**src/srsw_pkg.sv**
```systemverilog
// shared types, constants and helper functions for the selective-repeat sender window
// used by srsw_csr, srsw_ctrl, srsw_dp and selective_repeat_sender_window
package srsw_pkg;

   localparam int CHUNK_BYTES = 512;
   localparam int CHUNK_SHIFT = 9;
   localparam int MAX_WINDOW  = 8;
   localparam int SLOT_W      = 3;
   localparam int MAX_PACKETS = 65536;

   localparam int KIND_W      = 2;
   localparam int SEQ_W       = 16;
   localparam int LEN_W       = 10;
   localparam int PKT_W       = 17;
   localparam int TOTAL_W     = 26;
   localparam int WIN_W       = 4;
   localparam int TICK_W      = 16;
   localparam int CSR_IDX_W   = 2;
   localparam int CSR_DATA_W  = 26;
   localparam int RSP_DATA_W  = 32;
   localparam int RSP_USER_W  = 2;

   localparam logic [KIND_W-1:0] KIND_START = 2'd0;
   localparam logic [KIND_W-1:0] KIND_ACK   = 2'd1;
   localparam logic [KIND_W-1:0] KIND_TICK  = 2'd2;

   localparam logic [CSR_IDX_W-1:0] REG_TOTAL_LENGTH  = 2'd0;
   localparam logic [CSR_IDX_W-1:0] REG_WINDOW_SIZE   = 2'd1;
   localparam logic [CSR_IDX_W-1:0] REG_TIMEOUT_TICKS = 2'd2;

   localparam logic [TOTAL_W-1:0] TOTAL_LENGTH_RESET  = '0;
   localparam logic [WIN_W-1:0]   WINDOW_SIZE_RESET   = 4'd3;
   localparam logic [TICK_W-1:0]  TIMEOUT_TICKS_RESET = 16'd100;

   typedef struct packed {
      logic [TOTAL_W-1:0] total_length;
      logic [WIN_W-1:0]   window_size;
      logic [TICK_W-1:0]  timeout_ticks;
   } csr_type;

   typedef struct packed {
      logic start;
      logic mark_ack;
      logic shift;
      logic plan_send;
      logic plan_tick;
      logic plan_teardown;
      logic emit_load;
   } cmd_type;

   typedef struct packed {
      logic done;
      logic slide_more;
      logic base_done;
      logic emit_empty;
      logic out_free;
   } sts_type;

   function automatic logic [PKT_W-1:0] packet_count(input logic [TOTAL_W-1:0] total);
      logic [PKT_W:0] n;
      n = (PKT_W+1)'(total >> CHUNK_SHIFT) + (PKT_W+1)'(|total[CHUNK_SHIFT-1:0]);
      if (n > (PKT_W+1)'(MAX_PACKETS)) begin
         n = (PKT_W+1)'(MAX_PACKETS);
      end
      return n[PKT_W-1:0];
   endfunction

   function automatic logic [LEN_W-1:0] chunk_len(input logic [TOTAL_W-1:0] total,
                                                  input logic [PKT_W-1:0] pkt);
      logic [TOTAL_W-1:0] off;
      logic [TOTAL_W-1:0] rem;
      off = TOTAL_W'({pkt, {CHUNK_SHIFT{1'b0}}});
      rem = total - off;
      if (off >= total) begin
         return '0;
      end else if (rem >= TOTAL_W'(CHUNK_BYTES)) begin
         return LEN_W'(CHUNK_BYTES);
      end else begin
         return LEN_W'(total[CHUNK_SHIFT-1:0]);
      end
   endfunction

endpackage

```
**src/srsw_csr.sv**
```systemverilog
// configuration registers: total length, window size and timeout
// depends on srsw_pkg
module srsw_csr (
   input  logic                             clock,
   input  logic                             reset,
   input  logic                             csr_valid,
   output logic                             csr_ready,
   input  logic [srsw_pkg::CSR_IDX_W-1:0]   csr_index,
   input  logic [srsw_pkg::CSR_DATA_W-1:0]  csr_data,
   output srsw_pkg::csr_type                csr
);

   srsw_pkg::csr_type csr_ff;
   srsw_pkg::csr_type csr_in;

   assign csr_ready = 1'b1;
   assign csr       = csr_ff;

   always_comb begin
      csr_in = csr_ff;
      if (csr_valid) begin
         case (csr_index)
            srsw_pkg::REG_TOTAL_LENGTH: begin
               csr_in.total_length = csr_data[srsw_pkg::TOTAL_W-1:0];
            end
            srsw_pkg::REG_WINDOW_SIZE: begin
               csr_in.window_size = csr_data[srsw_pkg::WIN_W-1:0];
            end
            srsw_pkg::REG_TIMEOUT_TICKS: begin
               csr_in.timeout_ticks = csr_data[srsw_pkg::TICK_W-1:0];
            end
            default: begin
            end
         endcase
      end
   end

   always_ff @(posedge clock) begin
      if (reset) begin
         csr_ff.total_length  <= srsw_pkg::TOTAL_LENGTH_RESET;
         csr_ff.window_size   <= srsw_pkg::WINDOW_SIZE_RESET;
         csr_ff.timeout_ticks <= srsw_pkg::TIMEOUT_TICKS_RESET;
      end else begin
         csr_ff <= csr_in;
      end
   end

endmodule

```
**src/srsw_ctrl.sv**
```systemverilog
// controller state machine: sequences ack marking, base sliding, planning and emission
// depends on srsw_pkg
module srsw_ctrl (
   input  logic                           clock,
   input  logic                           reset,
   input  logic                           req_tvalid,
   output logic                           req_tready,
   input  logic [srsw_pkg::KIND_W-1:0]    req_kind,
   input  srsw_pkg::sts_type              sts,
   output srsw_pkg::cmd_type              cmd
);

   typedef enum logic [3:0] {
      ST_IDLE  = 4'b0001,
      ST_SLIDE = 4'b0010,
      ST_PLAN  = 4'b0100,
      ST_EMIT  = 4'b1000
   } state_type;

   state_type state_ff;
   state_type state_in;
   logic      tick_mode_ff;
   logic      tick_mode_in;

   assign req_tready = (state_ff == ST_IDLE);

   always_comb begin
      state_in     = state_ff;
      tick_mode_in = tick_mode_ff;
      cmd          = '0;
      case (state_ff)
         ST_IDLE: begin
            if (req_tvalid) begin
               case (req_kind)
                  srsw_pkg::KIND_START: begin
                     cmd.start    = 1'b1;
                     tick_mode_in = 1'b0;
                     state_in     = ST_PLAN;
                  end
                  srsw_pkg::KIND_ACK: begin
                     if (!sts.done) begin
                        cmd.mark_ack = 1'b1;
                        state_in     = ST_SLIDE;
                     end
                  end
                  srsw_pkg::KIND_TICK: begin
                     if (!sts.done) begin
                        tick_mode_in = 1'b1;
                        state_in     = ST_PLAN;
                     end
                  end
                  default: begin
                  end
               endcase
            end
         end
         ST_SLIDE: begin
            if (sts.slide_more) begin
               cmd.shift = 1'b1;
            end else if (sts.base_done) begin
               cmd.plan_teardown = 1'b1;
               state_in          = ST_EMIT;
            end else begin
               tick_mode_in = 1'b0;
               state_in     = ST_PLAN;
            end
         end
         ST_PLAN: begin
            if (tick_mode_ff) begin
               cmd.plan_tick = 1'b1;
            end else begin
               cmd.plan_send = 1'b1;
            end
            state_in = ST_EMIT;
         end
         ST_EMIT: begin
            if (sts.emit_empty) begin
               state_in = ST_IDLE;
            end else if (sts.out_free) begin
               cmd.emit_load = 1'b1;
            end
         end
         default: begin
            state_in = ST_IDLE;
         end
      endcase
   end

   always_ff @(posedge clock) begin
      if (reset) begin
         state_ff     <= ST_IDLE;
         tick_mode_ff <= 1'b0;
      end else begin
         state_ff     <= state_in;
         tick_mode_ff <= tick_mode_in;
      end
   end

endmodule

```
**src/srsw_dp.sv**
```systemverilog
// datapath: window base, per-slot acked/sent marks and timers, emit mask and result register
// depends on srsw_pkg
module srsw_dp (
   input  logic                              clock,
   input  logic                              reset,
   input  srsw_pkg::csr_type                 csr,
   input  logic [srsw_pkg::SEQ_W-1:0]        ack_seq,
   input  srsw_pkg::cmd_type                 cmd,
   output srsw_pkg::sts_type                 sts,
   output logic                              rsp_tvalid,
   input  logic                              rsp_tready,
   output logic [srsw_pkg::RSP_DATA_W-1:0]   rsp_tdata,
   output logic [srsw_pkg::RSP_USER_W-1:0]   rsp_tuser,
   output logic                              rsp_tlast
);

   localparam int NW = srsw_pkg::MAX_WINDOW;

   logic [srsw_pkg::PKT_W-1:0]   base_ff, base_in;
   logic [NW-1:0]                acked_ff, acked_in;
   logic [NW-1:0]                sent_ff, sent_in;
   logic [srsw_pkg::TICK_W-1:0]  timer_ff [NW];
   logic [srsw_pkg::TICK_W-1:0]  timer_in [NW];
   logic                         done_ff, done_in;
   logic [NW-1:0]                mask_ff, mask_in;
   logic                         resend_ff, resend_in;
   logic                         td_ff, td_in;
   logic                         rsp_valid_ff, rsp_valid_in;
   logic [srsw_pkg::SEQ_W-1:0]   rsp_seq_ff, rsp_seq_in;
   logic [srsw_pkg::LEN_W-1:0]   rsp_len_ff, rsp_len_in;
   logic                         rsp_resend_ff, rsp_resend_in;
   logic                         rsp_td_ff, rsp_td_in;
   logic                         rsp_last_ff, rsp_last_in;

   logic [srsw_pkg::PKT_W-1:0]   npk;
   logic [srsw_pkg::WIN_W-1:0]   win;
   logic [srsw_pkg::PKT_W-1:0]   pkt [NW];
   logic [NW-1:0]                in_win;
   logic [NW-1:0]                send_m;
   logic [NW-1:0]                tick_m;
   logic [NW-1:0]                expire_m;
   logic [srsw_pkg::PKT_W-1:0]   ack_ext;
   logic [srsw_pkg::PKT_W-1:0]   ack_off;
   logic [srsw_pkg::SLOT_W-1:0]  ack_idx;
   logic                         ack_hit;
   logic [srsw_pkg::SLOT_W-1:0]  sel;
   logic [NW-1:0]                rest;

   assign npk = srsw_pkg::packet_count(csr.total_length);

   always_comb begin
      if (csr.window_size == '0) begin
         win = srsw_pkg::WIN_W'(1);
      end else if (csr.window_size > srsw_pkg::WIN_W'(NW)) begin
         win = srsw_pkg::WIN_W'(NW);
      end else begin
         win = csr.window_size;
      end
   end

   always_comb begin
      for (int i = 0; i < NW; i++) begin
         pkt[i]      = base_ff + srsw_pkg::PKT_W'(i);
         in_win[i]   = (srsw_pkg::WIN_W'(i) < win) && (pkt[i] < npk);
         send_m[i]   = in_win[i] && !sent_ff[i] && !acked_ff[i];
         tick_m[i]   = in_win[i] && sent_ff[i] && !acked_ff[i];
         expire_m[i] = tick_m[i] && (timer_ff[i] <= srsw_pkg::TICK_W'(1));
      end
   end

   assign ack_ext = srsw_pkg::PKT_W'(ack_seq);
   assign ack_off = ack_ext - base_ff;
   assign ack_idx = ack_off[srsw_pkg::SLOT_W-1:0];
   assign ack_hit = (ack_ext >= base_ff) && (ack_off < srsw_pkg::PKT_W'(win))
                    && (ack_ext < npk) && !acked_ff[ack_idx];

   // lowest pending slot goes out first
   always_comb begin
      sel = '0;
      for (int i = NW - 1; i >= 0; i--) begin
         if (mask_ff[i]) begin
            sel = srsw_pkg::SLOT_W'(i);
         end
      end
      rest      = mask_ff;
      rest[sel] = 1'b0;
   end

   assign sts.done       = done_ff;
   assign sts.slide_more = (base_ff < npk) && acked_ff[0];
   assign sts.base_done  = (base_ff >= npk);
   assign sts.emit_empty = (mask_ff == '0) && !td_ff;
   assign sts.out_free   = !rsp_valid_ff || rsp_tready;

   always_comb begin
      base_in       = base_ff;
      acked_in      = acked_ff;
      sent_in       = sent_ff;
      timer_in      = timer_ff;
      done_in       = done_ff;
      mask_in       = mask_ff;
      resend_in     = resend_ff;
      td_in         = td_ff;
      rsp_valid_in  = rsp_valid_ff;
      rsp_seq_in    = rsp_seq_ff;
      rsp_len_in    = rsp_len_ff;
      rsp_resend_in = rsp_resend_ff;
      rsp_td_in     = rsp_td_ff;
      rsp_last_in   = rsp_last_ff;

      if (cmd.start) begin
         base_in  = '0;
         acked_in = '0;
         sent_in  = '0;
         done_in  = 1'b0;
         for (int i = 0; i < NW; i++) begin
            timer_in[i] = '0;
         end
      end

      if (cmd.mark_ack && ack_hit) begin
         acked_in[ack_idx] = 1'b1;
         timer_in[ack_idx] = '0;
      end

      // slide base by one packet
      if (cmd.shift) begin
         acked_in = acked_ff >> 1;
         sent_in  = sent_ff >> 1;
         for (int i = 0; i < NW - 1; i++) begin
            timer_in[i] = timer_ff[i+1];
         end
         timer_in[NW-1] = '0;
         base_in        = base_ff + srsw_pkg::PKT_W'(1);
      end

      if (cmd.plan_send) begin
         sent_in   = sent_ff | send_m;
         mask_in   = send_m;
         resend_in = 1'b0;
         td_in     = (npk == '0);
         if (npk == '0) begin
            done_in = 1'b1;
         end
         for (int i = 0; i < NW; i++) begin
            if (send_m[i]) begin
               timer_in[i] = csr.timeout_ticks;
            end
         end
      end

      if (cmd.plan_tick) begin
         mask_in   = expire_m;
         resend_in = 1'b1;
         td_in     = 1'b0;
         for (int i = 0; i < NW; i++) begin
            if (expire_m[i]) begin
               timer_in[i] = csr.timeout_ticks;
            end else if (tick_m[i]) begin
               timer_in[i] = timer_ff[i] - srsw_pkg::TICK_W'(1);
            end
         end
      end

      if (cmd.plan_teardown) begin
         mask_in   = '0;
         resend_in = 1'b0;
         td_in     = 1'b1;
         done_in   = 1'b1;
      end

      if (cmd.emit_load) begin
         rsp_valid_in = 1'b1;
         if (mask_ff != '0) begin
            rsp_seq_in    = pkt[sel][srsw_pkg::SEQ_W-1:0];
            rsp_len_in    = srsw_pkg::chunk_len(csr.total_length, pkt[sel]);
            rsp_resend_in = resend_ff;
            rsp_td_in     = 1'b0;
            rsp_last_in   = (rest == '0) && !td_ff;
            mask_in       = rest;
         end else begin
            rsp_seq_in    = '0;
            rsp_len_in    = '0;
            rsp_resend_in = 1'b0;
            rsp_td_in     = 1'b1;
            rsp_last_in   = 1'b1;
            td_in         = 1'b0;
         end
      end else if (rsp_tready) begin
         rsp_valid_in = 1'b0;
      end
   end

   always_ff @(posedge clock) begin
      if (reset) begin
         base_ff      <= '0;
         acked_ff     <= '0;
         sent_ff      <= '0;
         done_ff      <= 1'b1;
         mask_ff      <= '0;
         resend_ff    <= 1'b0;
         td_ff        <= 1'b0;
         rsp_valid_ff <= 1'b0;
         for (int i = 0; i < NW; i++) begin
            timer_ff[i] <= '0;
         end
      end else begin
         base_ff      <= base_in;
         acked_ff     <= acked_in;
         sent_ff      <= sent_in;
         done_ff      <= done_in;
         mask_ff      <= mask_in;
         resend_ff    <= resend_in;
         td_ff        <= td_in;
         rsp_valid_ff <= rsp_valid_in;
         timer_ff     <= timer_in;
      end
   end

   always_ff @(posedge clock) begin
      rsp_seq_ff    <= rsp_seq_in;
      rsp_len_ff    <= rsp_len_in;
      rsp_resend_ff <= rsp_resend_in;
      rsp_td_ff     <= rsp_td_in;
      rsp_last_ff   <= rsp_last_in;
   end

   assign rsp_tvalid = rsp_valid_ff;
   assign rsp_tdata  = {{(srsw_pkg::RSP_DATA_W - srsw_pkg::SEQ_W - srsw_pkg::LEN_W){1'b0}},
                        rsp_len_ff, rsp_seq_ff};
   assign rsp_tuser  = {rsp_td_ff, rsp_resend_ff};
   assign rsp_tlast  = rsp_last_ff;

endmodule

```
**src/selective_repeat_sender_window.sv**
```systemverilog
// top level of the selective-repeat sender window
// depends on srsw_pkg, srsw_csr, srsw_ctrl and srsw_dp
//
// Sender side of a selective-repeat transfer. Each req item is an event: start,
// acknowledgement or timer tick; each rsp item is a send command, a timeout resend or the
// final teardown, with tlast marking the last item caused by one event. Events are handled
// one at a time by a controller stepping a datapath that holds eight window slots. An event
// that is ignored (acknowledgement or tick once the transfer is done, unused kind) is
// simply accepted. A start or a tick is planned and then emits its results one at a time; an
// acknowledgement marks its slot, slides the base over each acknowledged packet at the front
// (at most eight, one slot per cycle), then plans, or tears down once the base passes the last
// packet, and then emits. req_tready is high only between events; the single result register
// lets the next event be taken while the last result waits. Configuration should be written
// only while no event is in progress; the block itself does not enforce this.
module selective_repeat_sender_window (
   input  logic                              clock,
   input  logic                              reset,
   input  logic                              req_tvalid,
   output logic                              req_tready,
   input  logic [15:0]                       req_tdata,   // [15:0] ack_seq
   input  logic [srsw_pkg::KIND_W-1:0]       req_tuser,   // [1:0] kind
   output logic                              rsp_tvalid,
   input  logic                              rsp_tready,
   output logic [srsw_pkg::RSP_DATA_W-1:0]   rsp_tdata,   // [15:0] send_seq, [25:16] send_length
   output logic [srsw_pkg::RSP_USER_W-1:0]   rsp_tuser,   // [0] is_resend, [1] is_teardown
   output logic                              rsp_tlast,
   input  logic                              csr_valid,
   output logic                              csr_ready,
   input  logic [srsw_pkg::CSR_IDX_W-1:0]    csr_index,
   input  logic [srsw_pkg::CSR_DATA_W-1:0]   csr_data
);

   srsw_pkg::csr_type csr;
   srsw_pkg::cmd_type cmd;
   srsw_pkg::sts_type sts;

   srsw_csr u_csr (
      .clock     (clock),
      .reset     (reset),
      .csr_valid (csr_valid),
      .csr_ready (csr_ready),
      .csr_index (csr_index),
      .csr_data  (csr_data),
      .csr       (csr)
   );

   srsw_ctrl u_ctrl (
      .clock      (clock),
      .reset      (reset),
      .req_tvalid (req_tvalid),
      .req_tready (req_tready),
      .req_kind   (req_tuser),
      .sts        (sts),
      .cmd        (cmd)
   );

   srsw_dp u_dp (
      .clock      (clock),
      .reset      (reset),
      .csr        (csr),
      .ack_seq    (req_tdata[srsw_pkg::SEQ_W-1:0]),
      .cmd        (cmd),
      .sts        (sts),
      .rsp_tvalid (rsp_tvalid),
      .rsp_tready (rsp_tready),
      .rsp_tdata  (rsp_tdata),
      .rsp_tuser  (rsp_tuser),
      .rsp_tlast  (rsp_tlast)
   );

endmodule
```
**config.mk**
```make
export PLATFORM = sky130hd
export DESIGN_NAME = selective_repeat_sender_window
export DESIGN_NICKNAME = d
export VERILOG_FILES = /design/src/srsw_pkg.sv /design/src/srsw_csr.sv /design/src/srsw_ctrl.sv /design/src/srsw_dp.sv /design/src/selective_repeat_sender_window.sv
export SDC_FILE = /design/constraint.sdc
export NUM_CORES = 1
export LEC_CHECK = 0
export BUFFER_PORTS_ARGS = -buffer_cell sky130_fd_sc_hd__buf_2
export CAP_MARGIN = 20
export CELL_PAD_IN_SITES_DETAIL_PLACEMENT = 1
export CELL_PAD_IN_SITES_GLOBAL_PLACEMENT = 1
export CORE_MARGIN = 5
export CORE_UTILIZATION = 40
export CTS_BUF_LIST = sky130_fd_sc_hd__clkbuf_4
export DETAILED_ROUTE_END_ITERATION = 7
export PLACE_DENSITY_LB_ADDON = 0.1
export SYNTH_ARGS = -nofsm -noshare
export SYNTH_HDL_FRONTEND = slang
export SYNTH_SLANG_ARGS = --single-unit
export TNS_END_PERCENT = 10
```
**constraint.sdc**
```tcl
create_clock -name clock -period 7.5 [get_ports clock]
set_clock_uncertainty 0.2 [all_clocks]
set_input_delay 0.75 -clock clock [delete_from_list [all_inputs] [get_ports clock]]
set_output_delay 0.75 -clock clock [all_outputs]
set_load 0.02 [all_outputs]
```
==> impl_metrics.csv, run 1 <==
group,metric,value,unit
status,status,"finished, final reports clean",
power,power.total,0.00361,W
layout,fillers,7170,
synthesis,synth_top_area_share,19.3,%
timing,rsz0062_at_grt,"false",
timing,max_freq,145,MHz
critical_path,r2r-start,"u_csr.csr[23]$_SDFFE_PP0P_",
floorplanning,start_util,40.3,%
synthesis,ys_warn_count,0,
route,drt-vias-per-instance,6.34,
layout,post-route-util,44.4,%
route,first_pass_iters,6,
critical_path,worstSetupStartpoint,"u_csr.csr[23]$_SDFFE_PP0P_",
cts,cts_setup_buffers,0,
synthesis,synth.most_common_cell,"nand2_1",
synthesis,synth_cell_types,90,
synthesis,syn_inst,3085,
floorplanning,core.rowCount,88,
critical_path,critPathMaxFanout,10,
critical_path,critPathKind,"reg2reg",
synthesis,ys_seq_elements,253,
synthesis,synthFlopType,"dfxtp_1",
grt,grt_pass1_vias,25900,
cts,clockBufferDepth,3,
critical_path,crit_arrival,7430,ps
floorplanning,die_w,251,um
min_path,hold_class,"in2reg",
floorplanning,io_pins,89,
timing,setup_violations,0,
route,ant_nets,0,
cts,cts.clk_slew.worst_paths,60,ps
synthesis,synthTopCellsByCount,"348 x nand2_1, 259 x a21oi_1, 253 x nor2_1",
flow_run,maxCapViolCount,0,
timing,hold_viol,0,
route,avgRoutedWirePerCell,25.7,um
layout,area_delta_synth_final,10.3,%
critical_path,critPathRequiredTime,8040,ps
grt,grt_pass1_wl,155000,um
grt,antenna_found_initial,3,
critical_path,critPathCaptureType,"flip-flop",
timing,relSlewSlack,20.6,%
synthesis,async_flop_share,0,%
synthesis,synth_edf_count,29,
synthesis,yosys-top-cells-area,"dfxtp_1 19%, ha_1 11%, xnor2_1 6.7%",
power,power_density,141,mW/mm^2
layout,nets,3381,
placement,dpl_cell_area,0.0243,mm^2
grt,grt_max_degree,127,
floorplanning,die_h,251,um
grt,track_usage,30.8,%
timing,finalCritPeriodShare,91.9,%
placement,gp_congestion,0.985,
synthesis,netlist_area,0.0232,mm^2
cts,cts_root_buffer,"clkbuf_4",
floorplanning,die_area,0.0629,mm^2
timing,tns,0,ps
timing,slew_viol_final,0,
power,ir_drop,0.114,mV
cts,cts-htree-levels,3,
power,cellLeakagePower,9.97,nW
min_path,hold_start,"req_tuser[0]",
cts,numCtsBuffers,80,
route,drc,0,
cts,cts_tree,"yes",
layout,drive_above_1_share,11.1,%
timing,fin_crit,6890,ps
placement,dpl.hpwl,74500,um
cts,clock_latency,890,ps
route,drtIter0Drc,1465,
layout,final_cell_area,0.0256,mm^2
route,vias,25000,
timing,worst_slew_pin_slew,1190,ps
synthesis,syn_avg_cell_area,7.51,um^2
cts,clock-sinks,253,
grt,grt_overflow,0,
placement,portBuffers,81,
synthesis,synth_top_area_cell,"dfxtp_1",
critical_path,start_kind,"flip-flop",
floorplanning,fp.coreArea,0.0576,mm^2
route,routed_wl,101000,um
synthesis,seq_area_frac_synth,23.1,%
[power by group]
group	switching (W)	internal, W
clock	0.000713	0.000713
sequential	0.0000565	0.00139
combinational	0.000484	0.000255
[cell families (layout without fill, tap and decap cells)]
family	after synthesis	after routing	share of synthesized area [%]
AOI/OAI and AO/OA	942	942	26.9
xor gates and xnor gates	241	241	9.19
adders and majority gates	207	207	11.2
buffers and inverters	306	395	5.14
DFF	253	253	23.1
muxes	32	32	1.46
other	2	10	0.0324
and+or+nand+nor	1102	1102	22.9
[flip-flops by register name (all words and copies together) (netlist names)]
register             cells
u_ctrl.tick_mode_ff      1
u_ctrl.state_ff          4
u_csr.csr               46
u_dp.timer_ff          128
u_dp.mask_ff             8
u_dp.base_ff            17
u_dp.sent_ff             8
u_dp.rsp_tvalid          1
u_dp.acked_ff            8
u_dp.rsp_resend_ff       1
u_dp.resend_ff           1
u_dp.td_ff               1
u_dp.rsp_tlast           1
u_dp.rsp_td_ff           1
u_dp.rsp_len_ff         10
u_dp.done_ff             1
u_dp.rsp_seq_ff         16
[path summary, 6_finish.rpt]
path,endpoint,slack [ps],depth (start not counted)
setup / recovery,u_dp.timer_ff[23]$_SDFF_PP0_,610,23
hold / removal,u_ctrl.tick_mode_ff$_SDFFE_PP0P_,70,4
setup reg to reg,u_dp.timer_ff[23]$_SDFF_PP0_,610,23
hold reg to reg,u_csr.csr[20]$_SDFFE_PP0P_,280,2
[layer usage]
| metal | vias to the layer above | track usage [%] | part of all wire, % |
|---|---|---|---|
| met3 | 285 | 4.60 | 4.6 |
| met4 | 0 | 14.0 | 4.9 |
| met2 | 690 | 52.8 | 48 |
| met5 | - | 0 | 0 |
| li1 | 11600 | - | - |
| met1 | 12500 | 38.3 | 43 |
[worst max-delay path, cell delays in order (launching register included)]
cell and delay [ps]:
dfxtp_1 320, nor4_1 350, nand3_1 260, ha_1 290, ha_1 250, nand2_1 130
nor2_2 110, xor2_1 180, nor4_1 250, o21ai_0 190, nor4_1 360, a21o_1 340
buf_4 220, nand2_1 240, ha_1 400, nor2b_1 160, o21ai_0 300, a21oi_1 120
o31a_1 360, o311a_1 500, nor4_2 560, nor2_1 390, a31oi_1 260, a211oi_1 70
[metrics by stage]
stage / setup slack, ps / cells / hold slack [ps]
after global routing: 125 / 3947 / 57.4
after CTS: 228 / 3942 / 15.7
after detailed placement: 159 / 3778 / 267
final: 606 / 3947 / 73.2
after floorplan: 1840 / 3090 / 245
after global placement: 287 / 3775 / 257
[timing repair]
action / CTS / global route
endpoints found under the setup margin: 0 / 12
gates resized for setup: 0 / 2
hold endpoints to repair: 43 / 0
hold buffers: 27 / 0
[layout make-up]
class | instances | area, um^2 | share of cell area [%]
inverters | 84 | 315 | 1.23
flip-flops and latches | 253 | 5360 | 20.9
clock inverters | 27 | 148 | 0.577
clock buffers | 110 | 826 | 3.23
diodes | 3 | 7.51 | 0.0294
well taps | 765 | 957 | 3.74
repair buffers | 174 | 1220 | 4.75
multi-input cells | 2531 | 16800 | 65.5
[placed cells by master, fill, tap and decap left out, types with 32 or more instances in the layout]
cell type	netlist	routed
inv_1	75	74
ha_1	204	204
buf_2	8	80
nor3_1	81	76
buf_4	9	61
xor2_1	63	63
a31oi_1	40	40
a21o_1	46	46
xnor2_1	177	177
o21ai_0	177	177
a221oi_1	60	60
nand2_1	348	348
nor2_1	253	252
and3_1	32	32
a21oi_1	259	258
nand4_1	40	40
nand3_1	133	133
nor4_1	41	37
a211oi_1	61	61
clkbuf_4	0	111
dfxtp_1	224	224
o211ai_1	44	44
Note: power is estimated with default switching activity, not from simulation.
==> run 2: changes to the inputs <==
- CORE_UTILIZATION: 40 -> 49
- GPL_ROUTABILITY_DRIVEN: not set -> 1
==> run 2 against run 1 <==
Critical path depth is the same. Non-clock buffer count is 21 lower. Maximum frequency shrank 1.0%. First-iteration DRC count rose by 27%. Via count up 1.4%. Sequential share of layout area up 0.40 points. Combinational power fell by 2%. Hold slack got worse by 26 ps. Cell count down 4.8%.
==> impl_metrics.csv, run 2 (synthesized netlist as in run 1, its figures left out) <==
group,metric,value,unit
critical_path,critPathTopFamily,"simple AND/OR/NAND/NOR gates",
floorplanning,start_util,49.7,%
route,drc,0,
power,p_sw_share,34.7,%
route,avgRoutedWirePerCell,26.0,um
route,drtIter0Drc,1861,
placement,gp_congestion,0.948,
layout,final_common_cell,"nand2_1",
timing,slew_viol_final,0,
flow_run,maxCapViolCount,0,
timing,fin_crit,6960,ps
timing,tns,0,ps
layout,area_delta_synth_final,8.26,%
power,p_int,0.00231,W
timing,relSlewSlack,23.7,%
route,routed_wl,97800,um
power,power_frac_clock,38.8,%
floorplanning,io_pins,89,
grt,antenna_found_initial,1,
grt,grt_overflow,0,
cts,clock_latency,820,ps
grt,grt_max_degree,105,
floorplanning,die_area,0.0518,mm^2
cts,ctsResizeCount,0,
power,power_density,141,mW/mm^2
floorplanning,die_w,228,um
min_path,hold_class,"in2reg",
route,vias,25400,
layout,fillers,6006,
power,p_comb_share,20.4,%
timing,hold_viol,0,
critical_path,critPathRequiredTime,7980,ps
critical_path,critPathKind,"reg2reg",
grt,grt_pass1_wl,150000,um
power,p_switching,0.00123,W
floorplanning,die_h,228,um
layout,top_register,"u_dp.timer_ff",
placement,dpl.hpwl,71800,um
power,cellLeakagePower,9.85,nW
route,drt-vias-per-instance,6.76,
placement,portBuffers,81,
timing,finalCritPeriodShare,92.9,%
cts,cts.clk_slew.worst_paths,70,ps
floorplanning,core.rowCount,79,
cts,cts-htree-levels,3,
layout,final_cell_mix,"348 x nand2_1, 258 x a21oi_1, 252 x nor2_1, 224 x dfxtp_1, 204 x ha_1",
layout,largest_reg_flops,128,
status,status,"finished, final reports clean",
power,power.total,0.00354,W
critical_path,max_stage_delay,560,ps
critical_path,critPathCaptureType,"flip-flop",
grt,grt_pass1_vias,25700,
critical_path,crit_path_top_delay_cell,"or3b_2",
critical_path,start_kind,"flip-flop",
critical_path,worstPathCellList,"nor4_1 > nand3_1 > ha_1 > ha_1 > nand2_1 > nor2_2 > xor2_1 > nor4_1 > o21ai_0 > nor4_1 > a21o_1 > nand2_1 > ha_1 > o21ai_0 > a21oi_1 > o211a_1 > o31ai_1 > a31oi_1 > nor4_2 > buf_4 > nand2b_1 > or3b_2 > a221oi_1",
layout,seqCellArea,0.00536,mm^2
power,ir_drop,0.0814,mV
timing,setup_violations,0,
cts,numCtsBuffers,78,
cts,clockBufferDepth,3,
floorplanning,fp.coreArea,0.0467,mm^2
critical_path,critPathMaxFanout,18,
grt,track_usage,36.6,%
power,power_frac_seq,40.8,%
critical_path,path_buf_inv,1,
timing,rsz0062_at_grt,"false",
cts,cts_root_buffer,"clkbuf_4",
cts,clock-sinks,253,
critical_path,crit_arrival,7450,ps
route,ant_nets,0,
cts,cts_setup_buffers,0,
route,first_pass_iters,5,
timing,worst_slew_pin_slew,1140,ps
layout,multi_input_area,0.0167,mm^2
layout,drive_above_1_share,10.7,%
cts,cts_tree,"yes",
timing,max_freq,144,MHz
layout,nets,3358,
[run 2: changes by cell type in the layout (fill, tap and decap cells not counted), sizes merged, moves of 2 or more]
cell,delta
inv,-2
clkinv,-7
diode,-2
dlygate4sd3,-11
buf,-9
[run 2: stage by stage]
step	setup slack (ps)	utilization (%)	cells	hold slack [ps]	cell area, um^2
CTS	651	53.8	3755	0.689	25100
floorplan	1840	-	3090	245	23200
global route	56.2	53.8	3757	7.09	25100
detailed placement	657	51.5	3611	271	24000
finish	535	53.8	3757	46.8	25100
global placement	804	51.4	3610	255	24000
[run 2: path summary, 6_finish.rpt]
| check | cells after the start | slack [ps] | to | from |
|---|---|---|---|---|
| setup / recovery | 23 | 540 | u_dp.timer_ff[108]$_SDFF_PP0_ | u_csr.csr[23]$_SDFFE_PP0P_ |
| hold / removal | 3 | 50 | u_csr.csr[7]$_SDFFE_PP0P_ | csr_data[7] |
| setup reg to reg | 23 | 540 | u_dp.timer_ff[108]$_SDFF_PP0_ | u_csr.csr[23]$_SDFFE_PP0P_ |
| hold reg to reg | 2 | 280 | u_csr.csr[27]$_SDFFE_PP0P_ | u_csr.csr[27]$_SDFFE_PP0P_ |
[run 2: worst reg2reg max path, delay by kind of cell, from the launching register on]
| family | cells | cell delay [ps] |
|---|---|---|
| buf+inv | 1 | 240 |
| flops | 1 | 330 |
| compound gates | 8 | 2050 |
| xor+xnor | 1 | 180 |
| simple gates | 10 | 2890 |
| fa+ha+maj | 3 | 990 |
[run 2: repair_timing]
| item | 4_1_cts | 5_1_grt |
|---|---|---|
| hold buffers | 16 | 0 |
| endpoints found under the setup margin | 0 | 0 |
| endpoints found under the hold margin | 19 | 0 |
[run 2: area by class of cell]
cell class	count	share of cell area, %
antenna	1	0.00997
clock buffer	112	3.35
clock inverter	16	0.274
inverter	84	1.26
multi-input combinational	2531	66.7
sequential	253	21.3
tap	607	3.03
timing repair buffer	153	4.02
[run 2: routing by layer]
layer,track usage [%],share of wire (%),up-vias,wire [um]
li1,-,-,11500,-
met2,61.6,47,977,46300
met5,0,0,-,0
met4,17.6,4.9,0,4830
met1,45.7,41,12600,40300
met3,6.00,6.5,278,6370
[run 2: power by group through the flow]
stage	sequential [W]	clock [W]	combinational, W
CTS	0.00144	0.00139	0.000705
floorplan	0.00144	0	0.000492
finish	0.00145	0.00137	0.000724
global placement	0.00147	0	0.000671
detailed placement	0.00147	0	0.000693
global route	0.00145	0.00148	0.000780
